===== src/rtl/core/mhtq_ram.sv =====
// ----------------------------------------------------------------------------
// mhtq_ram: generic single-port RAM
// One write or one read per cycle; read data is registered.
// ----------------------------------------------------------------------------
module mhtq_ram #(
  parameter int WIDTH = 8,
  parameter int DEPTH = 16
) (
  input  logic                     clk,
  input  logic                     we,
  input  logic [$clog2(DEPTH)-1:0] addr,
  input  logic [WIDTH-1:0]         wdata,
  output logic [WIDTH-1:0]         rdata
);

  logic [WIDTH-1:0] mem [DEPTH];

  // write or read the addressed entry
  always_ff @(posedge clk) begin
    if (we) begin
      mem[addr] <= wdata;
    end
    rdata <= mem[addr];
  end

endmodule


===== config.mk =====
export PLATFORM = sky130hd
export DESIGN_NAME = mhtq_ram
export DESIGN_NICKNAME = d
export VERILOG_FILES = /design/src/rtl/core/mhtq_ram.sv
export SDC_FILE = /design/constraint.sdc
export NUM_CORES = 1
export LEC_CHECK = 0
export BUFFER_PORTS_ARGS = -buffer_cell sky130_fd_sc_hd__buf_4
export CAP_MARGIN = 20
export CORE_AREA = 10 10 110 112
export CTS_BUF_LIST = sky130_fd_sc_hd__clkbuf_16
export CTS_CLUSTER_DIAMETER = 60
export CTS_CLUSTER_SIZE = 24
export DETAILED_ROUTE_END_ITERATION = 12
export DIE_AREA = 0 0 120 122
export GPL_TIMING_DRIVEN = 0
export PLACE_DENSITY = 0.65
export SYNTH_ARGS = -nofsm -noshare
export SYNTH_HDL_FRONTEND = slang
export SYNTH_SLANG_ARGS = --single-unit

===== constraint.sdc =====
create_clock -name clk -period 2.65 [get_ports clk]
set_input_delay 0.795 -clock clk [delete_from_list [all_inputs] [get_ports clk]]
set_output_delay 0.795 -clock clk [all_outputs]
set_load 0.01 [all_outputs]

==> results.md, run 1 <==
- Status: complete, no violations
- Vias in the first global route: 2378
- Fin. Hold Viols: 0
- Dpl ws: -0.1943 ns
- Crit end category: flop
- Worst Reg-to-Reg Cells: 3
- Max_slew headroom: 43.07%
- Synth Register Bits: 136
- Measured slew at the worst slew-check pin: 0.8507 ns
- Yosys top cell area share: 75.85%
- Core Util, Final: 59.88%
- CTS Buf Count: 17
- Chip width: 120 um
- Port Buf Inserts: 19
- Yosys cell types: 18
- Total gr overflow: 0
- Ys flop type: edfxtp_1
- Max Slew Vio Count: 0
- Worst-path clk slew: 0.06 ns
- Crit path kind: in2reg
- Die Area: 14640 sq um
- Post-route cell area: 6016 sq um
- Vias per cell: 5.536
- Asr flop ratio synth: 0%
- Synth Cell Area: 5067 sq um
- F_max: 418.9 MHz
- Hold slack: 0.6796 ns
- Met3 Use GR: 4.163%
- Worst clock skew: 0.01846 ns
- Pleak: 1.972 nW
- WP data required: 2.68 ns
- Area after DPL: 5410 sq um
- Busiest grt layer: met2
- Worst Path Arrival: 2.41 ns
- Diode count: 0
- Final Worst Setup Slack: 0.2627 ns
- Syn nets: 244
- Area grow syn2layout: 18.72%
- I/O pins: 22
- CTS Buffer Depth: 2
- Minimum clock period: 2.387 ns
- Final std cells w/o fill: 420
- Post-synth top cells: 128 x edfxtp_1, 32 x mux4_2, 16 x a22oi_1
- Dpl cells: 389
- H-tree Lvls: 4
- Gate Count Post-Synth: 230
- GRT Total Usage: 14.10%
- Sequential-to-total area share from yosys stat: 79.01%
- Dpl hpwl: 6.261 mm
- Post-synth EDFFs: 128
- Min-Delay Path Class: reg2reg
- Layout Nets: 286
- CTS resizes: 0
- Hold-fix buffers, CTS: 0
- Largest net degree at the start of global routing: 17
- Met2 Use GR: 21.46%
- Via count: 2325
- Syn avg cell area: 22.03 sq um
- Drt total wl: 9.616 mm
- Final period util: 90.09%
- CTS tree: done
- Synth area leader: edfxtp_1
- Layout cells sized above 1: 31.69%
- Clk_lat worst skew: 0.41 ns
- Largest cells by area after synthesis: edfxtp_1 76%, mux4_2 14%, dfxtp_1 3.2%, a22oi_1 2.4%, nor2_1 0.96%
- Worst Setup Start Kind: primary input
- Max VDD drop: 0.3682 mV
- Pre-antenna DRT Iters: 4
- Power per Cell Area: 838.8 nW/um^2
- GPL Wtd Cong: 0.7449
- Met1 Usage GRT: 18.71%
- Sink Count: 136
- DRC Markers: 0
- Most frequent cell after synthesis: edfxtp_1
- Initial antenna violation count: 0
- Initial Util: 50.44%
- Worst Hold Depth: 3
- Core area: 10050 sq um
- Final ANT Viol Nets: 0
- Routed WL per cell: 22.90 um
- Cell Rows: 37
- Yosys warns: 0
- Max cap viols: 0
- First-pass GRT wire length: 14.76 mm
- Root buf cell: clkbuf_16
- Post-CTS setup buffer count: 0
- Starting DRT DRC Count: 242
- Crit path max fanout: 10
- RSZ-0062 raised after global routing: no
- Die Y: 122 um
- Count of final setup violators: 0
==> flip-flops by register name, indices dropped and copies added (netlist names) <==
| name | cells |
|---|---|
| rdata | 8 |
| mem | 128 |
==> cell families (layout without fill, tap and decap cells) <==
logic type	after synthesis	count (layout)	share of synthesized area [%]
flops	136	136	79.01
simple gates	35	35	3.210
mux	32	32	14.22
compound gates	16	16	2.370
buf+inv	11	65	1.185
==> layout by cell type, fill, tap and decap left out <==
master      Yosys  routed
nor3_1          4       4
edfxtp_1      128     128
nor2b_1         2       2
buf_2           2       2
nand3_1         1       1
inv_6           0       2
dfxtp_1         8       8
clkinv_1        0       2
and2_1          1       1
mux4_2         32      32
or3b_2          1       1
nor2_1         13      13
buf_4           0      23
nand2b_1        2       2
clkinv_2        0       4
clkinvlp_4      0       2
buf_1           4       4
nand2_1         9       9
buf_6           2       2
bufinv_16       0       4
clkbuf_2        1       1
clkbuf_1        2       2
a22oi_1        16      16
clkbuf_16       0      17
nand3b_1        2       2
==> layout make-up <==
| type | instances | area [sq um] |
|---|---|---|
| fill | 729 | 4030 |
| clock buffer | 17 | 425.4 |
| sequential | 136 | 4004 |
| buffer | 11 | 60.06 |
| tap | 136 | 170.2 |
| clock inverter | 14 | 180.2 |
| timing repair buffer | 23 | 172.7 |
| multi-input combinational | 83 | 1003 |
==> critical path: stages <==
cell and delay [ns]:
buf_2 0.25, buf_1 0.45, nand2_1 0.22, nor2_1 0.69
==> where the power goes <==
part           switching [mW]  total, mW  internal [mW]
combinational           0.137      0.242          0.105
clock                   0.828       2.39           1.56
sequential             0.0124       2.42           2.41
total                   0.978       5.05           4.07
==> through the flow <==
step	total power, mW	setup TNS [ns]
after floorplan	2.591	0
after global placement	2.697	-12.00
after detailed placement	2.707	-9.664
after CTS	5.078	0
after global routing	5.199	0
final	5.046	0
==> layer usage <==
metal  up-vias  routed length (um)
met1      1189                4069
met2        80                4759
met5         -                   0
met4         0                 162
li1       1046                   -
met3        10                 624
==> worst paths after layout <==
check             start        end  slack (ns)
min reg2reg  mem[11][6]   rdata[6]        0.68
max             addr[1]  mem[3][5]        0.26
max reg2reg  mem[10][0]   rdata[0]        1.27
min          mem[11][6]   rdata[6]        0.68
Note: power is estimated with default switching activity, not from simulation.
==> inputs of run 2 (changes only) <==
--- a/config.mk
+++ b/config.mk
@@ -14,7 +14,7 @@
 export DETAILED_ROUTE_END_ITERATION = 12
 export DIE_AREA = 0 0 120 122
 export GPL_TIMING_DRIVEN = 0
-export PLACE_DENSITY = 0.65
+export PLACE_DENSITY = 0.68
 export SYNTH_ARGS = -nofsm -noshare
 export SYNTH_HDL_FRONTEND = slang
 export SYNTH_SLANG_ARGS = --single-unit
==> constraint.sdc (replaced) <==
create_clock -name clk -period 2 [get_ports clk]
set_input_delay 0.6 -clock clk [delete_from_list [all_inputs] [get_ports clk]]
set_output_delay 0.6 -clock clk [all_outputs]
set_load 0.01 [all_outputs]
==> run 2 against run 1 <==
Cell count is 0.48% lower. Flip-flop and latch count stayed put. Die area stayed put. Design area is 0.10% lower. Via count is 2.0% higher. Critical endpoint is now mem[0][1]. Worst hold slack worse by 0.16 ns. Sequential power is 33% higher.
==> results.md, run 2 (same netlist as run 1, synthesis figures left out) <==
- CTS Buffer Depth: 2 (unchanged)
- Top flop regs: mem: 128 flops, rdata: 8 flops
- Crit path kind: in2reg
- Clk_lat worst skew: 0.41 ns (about the same)
- Max Slew Vio Count: 0 (unchanged)
- Measured slew at the worst slew-check pin: 0.7554 ns (-0.09531 ns)
- Die Y: 122 um (unchanged)
- Pleak: 1.940 nW (-1.6%)
- DRC Markers: 0 (unchanged)
- Hold-fix buffers, CTS: 0 (unchanged)
- Final Worst Setup Slack: 0.1410 ns (-0.1218 ns)
- Total gr overflow: 0 (unchanged)
- Worst clock skew: 0.006904 ns (-0.01156 ns)
- Flip-flop count of the largest register after layout: 128 (unchanged)
- Fin. Hold Viols: 0 (unchanged)
- Final ANT Viol Nets: 0 (unchanged)
- CTS tree: done
- Most common cell after layout, fill and taps aside: edfxtp_1
- Minimum clock period: 1.859 ns
- I/O pins: 22 (unchanged)
- Core area: 10050 sq um (unchanged)
- Initial Util: 50.44% (unchanged)
- Dpl hpwl: 6.219 mm (-0.68%)
- WP data required: 2.04 ns (-0.64 ns)
- Layout Nets: 284 (-0.70%)
- GPL Wtd Cong: 0.8188 (+9.9%)
- Crit path max fanout: 8 (-2)
- Vias per cell: 5.675 (+2.5%)
- Pre-antenna DRT Iters: 5 (+1)
- CTS Buf Count: 17 (unchanged)
- Largest net degree at the start of global routing: 17 (unchanged)
- Dpl ws: -0.6150 ns (-0.4207 ns)
- Status: complete, no violations
- Power per Cell Area: 1085 nW/um^2 (+29%)
- Count of final setup violators: 0 (unchanged)
- Port Buf Inserts: 19 (unchanged)
- H-tree Lvls: 4 (unchanged)
- Final setup TNS: 0 ns (unchanged)
- Final period util: 92.95%
- Min-Delay Path Class: in2reg
- Fill cell count: 682 (-6.4%)
- Chip width: 120 um (unchanged)
- Crit end category: flop
- Largest Register: mem
- Cell Rows: 37 (unchanged)
- Vias in the first global route: 2503 (+5.3%)
- F_max: 537.9 MHz
- Starting DRT DRC Count: 253 (+4.5%)
- Max cap viols: 0 (unchanged)
- Routed WL per cell: 23.73 um (+3.7%)
- Max_slew headroom: 49.36% (+6.3 points)
- Diode count: 0 (unchanged)
- Drt total wl: 9.921 mm (+3.2%)
- Via count: 2372 (+2.0%)
- Worst Path Arrival: 1.90 ns (-0.51 ns)
- Sink Count: 136 (unchanged)
- Area grow syn2layout: 18.59%
- Worst-path clk slew: 0.06 ns (about the same)
- Root buf cell: clkbuf_16
- GRT Total Usage: 14.41% (+0.31 points)
- Die Area: 14640 sq um (unchanged)
- Commonest non-fill, non-tap cells in the layout: 128 x edfxtp_1, 32 x mux4_2, 22 x buf_4
- Initial antenna violation count: 0 (unchanged)
- Max VDD drop: 0.6514 mV (+77%)
- First-pass GRT wire length: 15.19 mm (+2.9%)
- Layout cells sized above 1: 36.52% (+4.8 points)
- Worst Setup Start Kind: primary input
- RSZ-0062 raised after global routing: no
run 2: report_power, final:
| part | leakage, nW | total (mW) | switching, mW | internal [mW] |
|---|---|---|---|---|
| registers | 1.22 | 3.21 | 0.0180 | 3.19 |
| logic | 0.446 | 0.328 | 0.189 | 0.139 |
| clock network | 0.270 | 2.99 | 1.16 | 1.83 |
| total | 1.94 | 6.52 | 1.36 | 5.16 |
run 2: path summary, 6_finish.rpt:
check	start	slack, ns	endpoint	cells past startpoint
setup / recovery	addr[2]	0.14	mem[0][1]	3
hold / removal	wdata[3]	0.52	mem[4][3]	1
setup reg to reg	mem[3][4]	0.58	rdata[4]	3
hold reg to reg	mem[4][7]	0.71	rdata[7]	3
run 2: metal layers:
metal | up-vias | share of wire (%) | global-route usage [%]
li1 | 1043 | - | -
met5 | - | 0 | 0
met3 | 23 | 6.3 | 3.515
met1 | 1212 | 39 | 17.73
met2 | 94 | 52 | 23.49
met4 | 0 | 3.0 | 7.240
run 2: per-stage QoR:
stage | cell area, sq um | util, % | std cells | power [mW] | hold WS (ns)
finish | 6010 | 59.82 | 418 | 6.523 | 0.5195
global route | 6010 | 59.82 | 418 | 6.732 | 0.5221
CTS | 6001 | 59.73 | 419 | 6.558 | 0.5175
detailed placement | 5410 | 53.85 | 388 | 3.588 | 0.6823
global placement | 5388 | 53.63 | 385 | 3.577 | 0.6752
floorplan | 5075 | - | 230 | 3.434 | 0.6349
run 2: final cells by class:
class	count	area (sq um)	area share [%]
Multi-Input combinational cell	83	1039	17.28
Clock buffer	17	425.4	7.079
Buffer	10	56.30	0.9369
Tap cell	136	170.2	2.832
Timing Repair Buffer	22	165.2	2.748
Clock inverter	14	150.1	2.498
Sequential cell	136	4004	66.63
run 2: repair_timing:
item                       4_1_cts  5_1_grt
gates resized for setup          6        5
setup endpoints to repair       69       68
buffers inserted                 0        0
hold endpoints to repair         0        0
run 2: worst max-delay path, cell delays in order:
cell	delay, ns
buf_4	0.14
or3b_2	0.55
nor3_2	0.60
==> inputs of run 3 (changes only) <==
--- a/config.mk
+++ b/config.mk
@@ -10,11 +10,12 @@
 export CORE_AREA = 10 10 110 112
 export CTS_BUF_LIST = sky130_fd_sc_hd__clkbuf_16
 export CTS_CLUSTER_DIAMETER = 60
-export CTS_CLUSTER_SIZE = 24
+export CTS_CLUSTER_SIZE = 8
 export DETAILED_ROUTE_END_ITERATION = 12
 export DIE_AREA = 0 0 120 122
 export GPL_TIMING_DRIVEN = 0
-export PLACE_DENSITY = 0.68
+export MAX_ROUTING_LAYER = met4
+export PLACE_DENSITY = 0.65
 export SYNTH_ARGS = -nofsm -noshare
 export SYNTH_HDL_FRONTEND = slang
 export SYNTH_SLANG_ARGS = --single-unit
==> constraint.sdc (replaced) <==
create_clock -name clk -period 1.86 [get_ports clk]
set_input_delay 0.558 -clock clk [delete_from_list [all_inputs] [get_ports clk]]
set_output_delay 0.558 -clock clk [all_outputs]
set_load 0.01 [all_outputs]
==> run 3 against run 2 <==
Sequential share of layout area down 0.70 points. Sequential power up 7.2%. Critical path depth unchanged. Count of clock-buffer cells in the layout unchanged. Design area up 1.1%. Cell count up 0.24%. Flip-flop and latch count unchanged. Clock skew up 0.0012 ns. Worst hold slack worse by 0.037 ns. Via count about the same. Non-clock buffer count unchanged. Die area unchanged. Critical path type unchanged. Largest cell class unchanged. Largest power group is now clock.
==> results.md, run 3 (same netlist as run 1, synthesis figures left out) <==
- Pre-antenna DRT Iters: 4 (-1)
- Largest Register: mem
- Starting DRT DRC Count: 176 (-30%)
- DRC Markers: 0 (unchanged)
- Dpl hpwl: 6.474 mm (+4.1%)
- Fill cell count: 731 (+7.2%)
- Flop pwr share: 47.0% (-2.1 points)
- Final ANT Viol Nets: 0 (unchanged)
- Minimum clock period: 1.763 ns
- Worst Setup Start Kind: primary input
- Hold slack: 0.4829 ns (-0.03661 ns)
- Crit path max fanout: 8 (unchanged)
- Vias in the first global route: 2451 (-2.1%)
- Post-CTS setup buffer count: 0 (unchanged)
- Largest net degree at the start of global routing: 20 (+3)
- Clk_lat worst skew: 0.41 ns (about the same)
- Most common cell after layout, fill and taps aside: edfxtp_1
- Worst-path clk slew: 0.06 ns (about the same)
- Net Switching: 1.502 mW (+10%)
- Measured slew at the worst slew-check pin: 0.8130 ns (+0.05753 ns)
- Internal: 5.822 mW (+13%)
- Via count: 2371 (-0.042%)
- Post-route cell area: 6073 sq um (+1.1%)
- Pleak: 1.972 nW (+1.7%)
- I/O pins: 22 (unchanged)
- Port Buf Inserts: 19 (unchanged)
- Final setup TNS: 0 ns (unchanged)
- Diode count: 0 (unchanged)
- RSZ-0062 raised after global routing: no
- Clk network pwr share: 48.1% (+2.3 points)
- CTS resizes: 8 (+2)
- Dpl cells: 388 (unchanged)
- Initial Util: 50.44% (unchanged)
- Worst Path Arrival: 1.80 ns (-0.10 ns)
- Chip width: 120 um (unchanged)
- Final period util: 94.80%
- GPL Wtd Cong: 0.7818 (-4.5%)
- Worst reg2reg path startpoint: mem[9][3]
- Drt total wl: 10.17 mm (+2.6%)
- Hold-fix buffers, CTS: 0 (unchanged)
- Worst clock skew: 0.008071 ns (+0.001168 ns)
- Count of final setup violators: 0 (unchanged)
- Combinational share of power: 4.9% (about the same)
- WP data required: 1.90 ns (-0.14 ns)
- CTS Buffer Depth: 2 (unchanged)
- Core Util, Final: 60.46% (+0.64 points)
- Worst Hold Path EP: mem[1][2]
- Area after DPL: 5418 sq um (+0.14%)
- Sw Ratio: 20.51% (-0.39 points)
- Crit end category: flop
- Top flop regs: mem: 128 flops, rdata: 8 flops
- F_max: 567.1 MHz
- Cell Rows: 37 (unchanged)
- Area grow syn2layout: 19.85%
- Initial antenna violation count: 0 (unchanged)
- Total gr overflow: 0 (unchanged)
- Worst Hold Depth: 1 (unchanged)
- First-pass GRT wire length: 15.58 mm (+2.6%)
- Fin. Hold Viols: 0 (unchanged)
- Max cap viols: 0 (unchanged)
- Dpl ws: -0.7243 ns (-0.1092 ns)
- CTS Buf Count: 17 (unchanged)
- Die Area: 14640 sq um (unchanged)
- Power per Cell Area: 1206 nW/um^2 (+11%)
- Sink Count: 136 (unchanged)
- Hold Crit Start: wdata[2]
- CTS tree: done
- Max_slew headroom: 45.39% (-4.0 points)
- Min-Delay Path Class: in2reg
- Vias per cell: 5.659 (-0.28%)
- Status: complete, no violations
- Final Worst Setup Slack: 0.09664 ns (-0.04435 ns)
- GRT Total Usage: 15.36% (+0.95 points)
- Commonest non-fill, non-tap cells in the layout: 128 x edfxtp_1, 32 x mux4_2, 21 x buf_4
- Crit path kind: in2reg
- Layout Nets: 284 (unchanged)
- Flop2flop setup slack: 0.45 ns (-0.13 ns)
- Worst Reg-to-Reg Cells: 3 (unchanged)
- H-tree Lvls: 4 (unchanged)
- Max Slew Vio Count: 0 (unchanged)
- Flip-flop count of the largest register after layout: 128 (unchanged)
- Max VDD drop: 0.7371 mV (+13%)
- R2r endpoint: rdata[3]
- Total chip power: 7.324 mW (+12%)
- Root buf cell: clkbuf_16
- Final std cells w/o fill: 419 (+0.24%)
- Layout cells sized above 1: 37.46% (+0.93 points)
- Routed WL per cell: 24.28 um (+2.3%)
- Core area: 10050 sq um (unchanged)
- Die Y: 122 um (unchanged)
==> run 3: cell count changes in the layout (fill, tap and decap cells not counted), sizes merged <==
cell	previous run	this run
bufinv	2	4
inv	5	2
clkinv	2	6
buf	29	28
clkbuf	20	21
clkinvlp	5	3
==> run 3: power by group through the flow <==
stage / Clock, mW / Sequential (mW) / Combinational, mW
2_1_floorplan: 0 / 3.51 / 0.179
3_3_place_gp: 0 / 3.50 / 0.348
3_5_place_dp: 0 / 3.51 / 0.357
4_1_cts: 3.55 / 3.45 / 0.363
5_1_grt: 3.69 / 3.45 / 0.385
6_report: 3.52 / 3.44 / 0.357
==> run 3: layout make-up <==
class,instances,area (sq um),area share [%]
sequential,136,4004,65.93
multi-input combinational,83,1054,17.35
clock buffer,17,425.4,7.005
clock inverter,15,200.2,3.296
tap,136,170.2,2.802
timing repair buffer,22,162.7,2.678
buffer,10,57.56,0.9477
==> run 3: worst max-delay path, cell delays in order <==
cell and delay, ns:
buf_4 0.14, or3b_2 0.54, nor3_2 0.56
==> run 3: worst max-delay path by stage <==
stage	startpoint	to	slack, ns	cells after the start
6_report	addr[2]	mem[0][4]	0.1	3
3_5_place_dp	addr[1]	mem[3][0]	-0.72	4
5_1_grt	addr[3]	mem[4][5]	0.02	4
4_1_cts	addr[2]	mem[8][2]	0.08	4
3_3_place_gp	addr[1]	mem[4][3]	-0.70	3
2_1_floorplan	addr[1]	mem[12][0]	-0.14	3
==> run 3: layer usage <==
layer | share of wire (%) | track usage [%] | vias up
li1 | - | - | 1043
met1 | 42 | 19.68 | 1239
met2 | 50 | 23.52 | 76
met3 | 6.1 | 3.700 | 13
met4 | 1.5 | 5.656 | 0
met5 | 0 | - | -
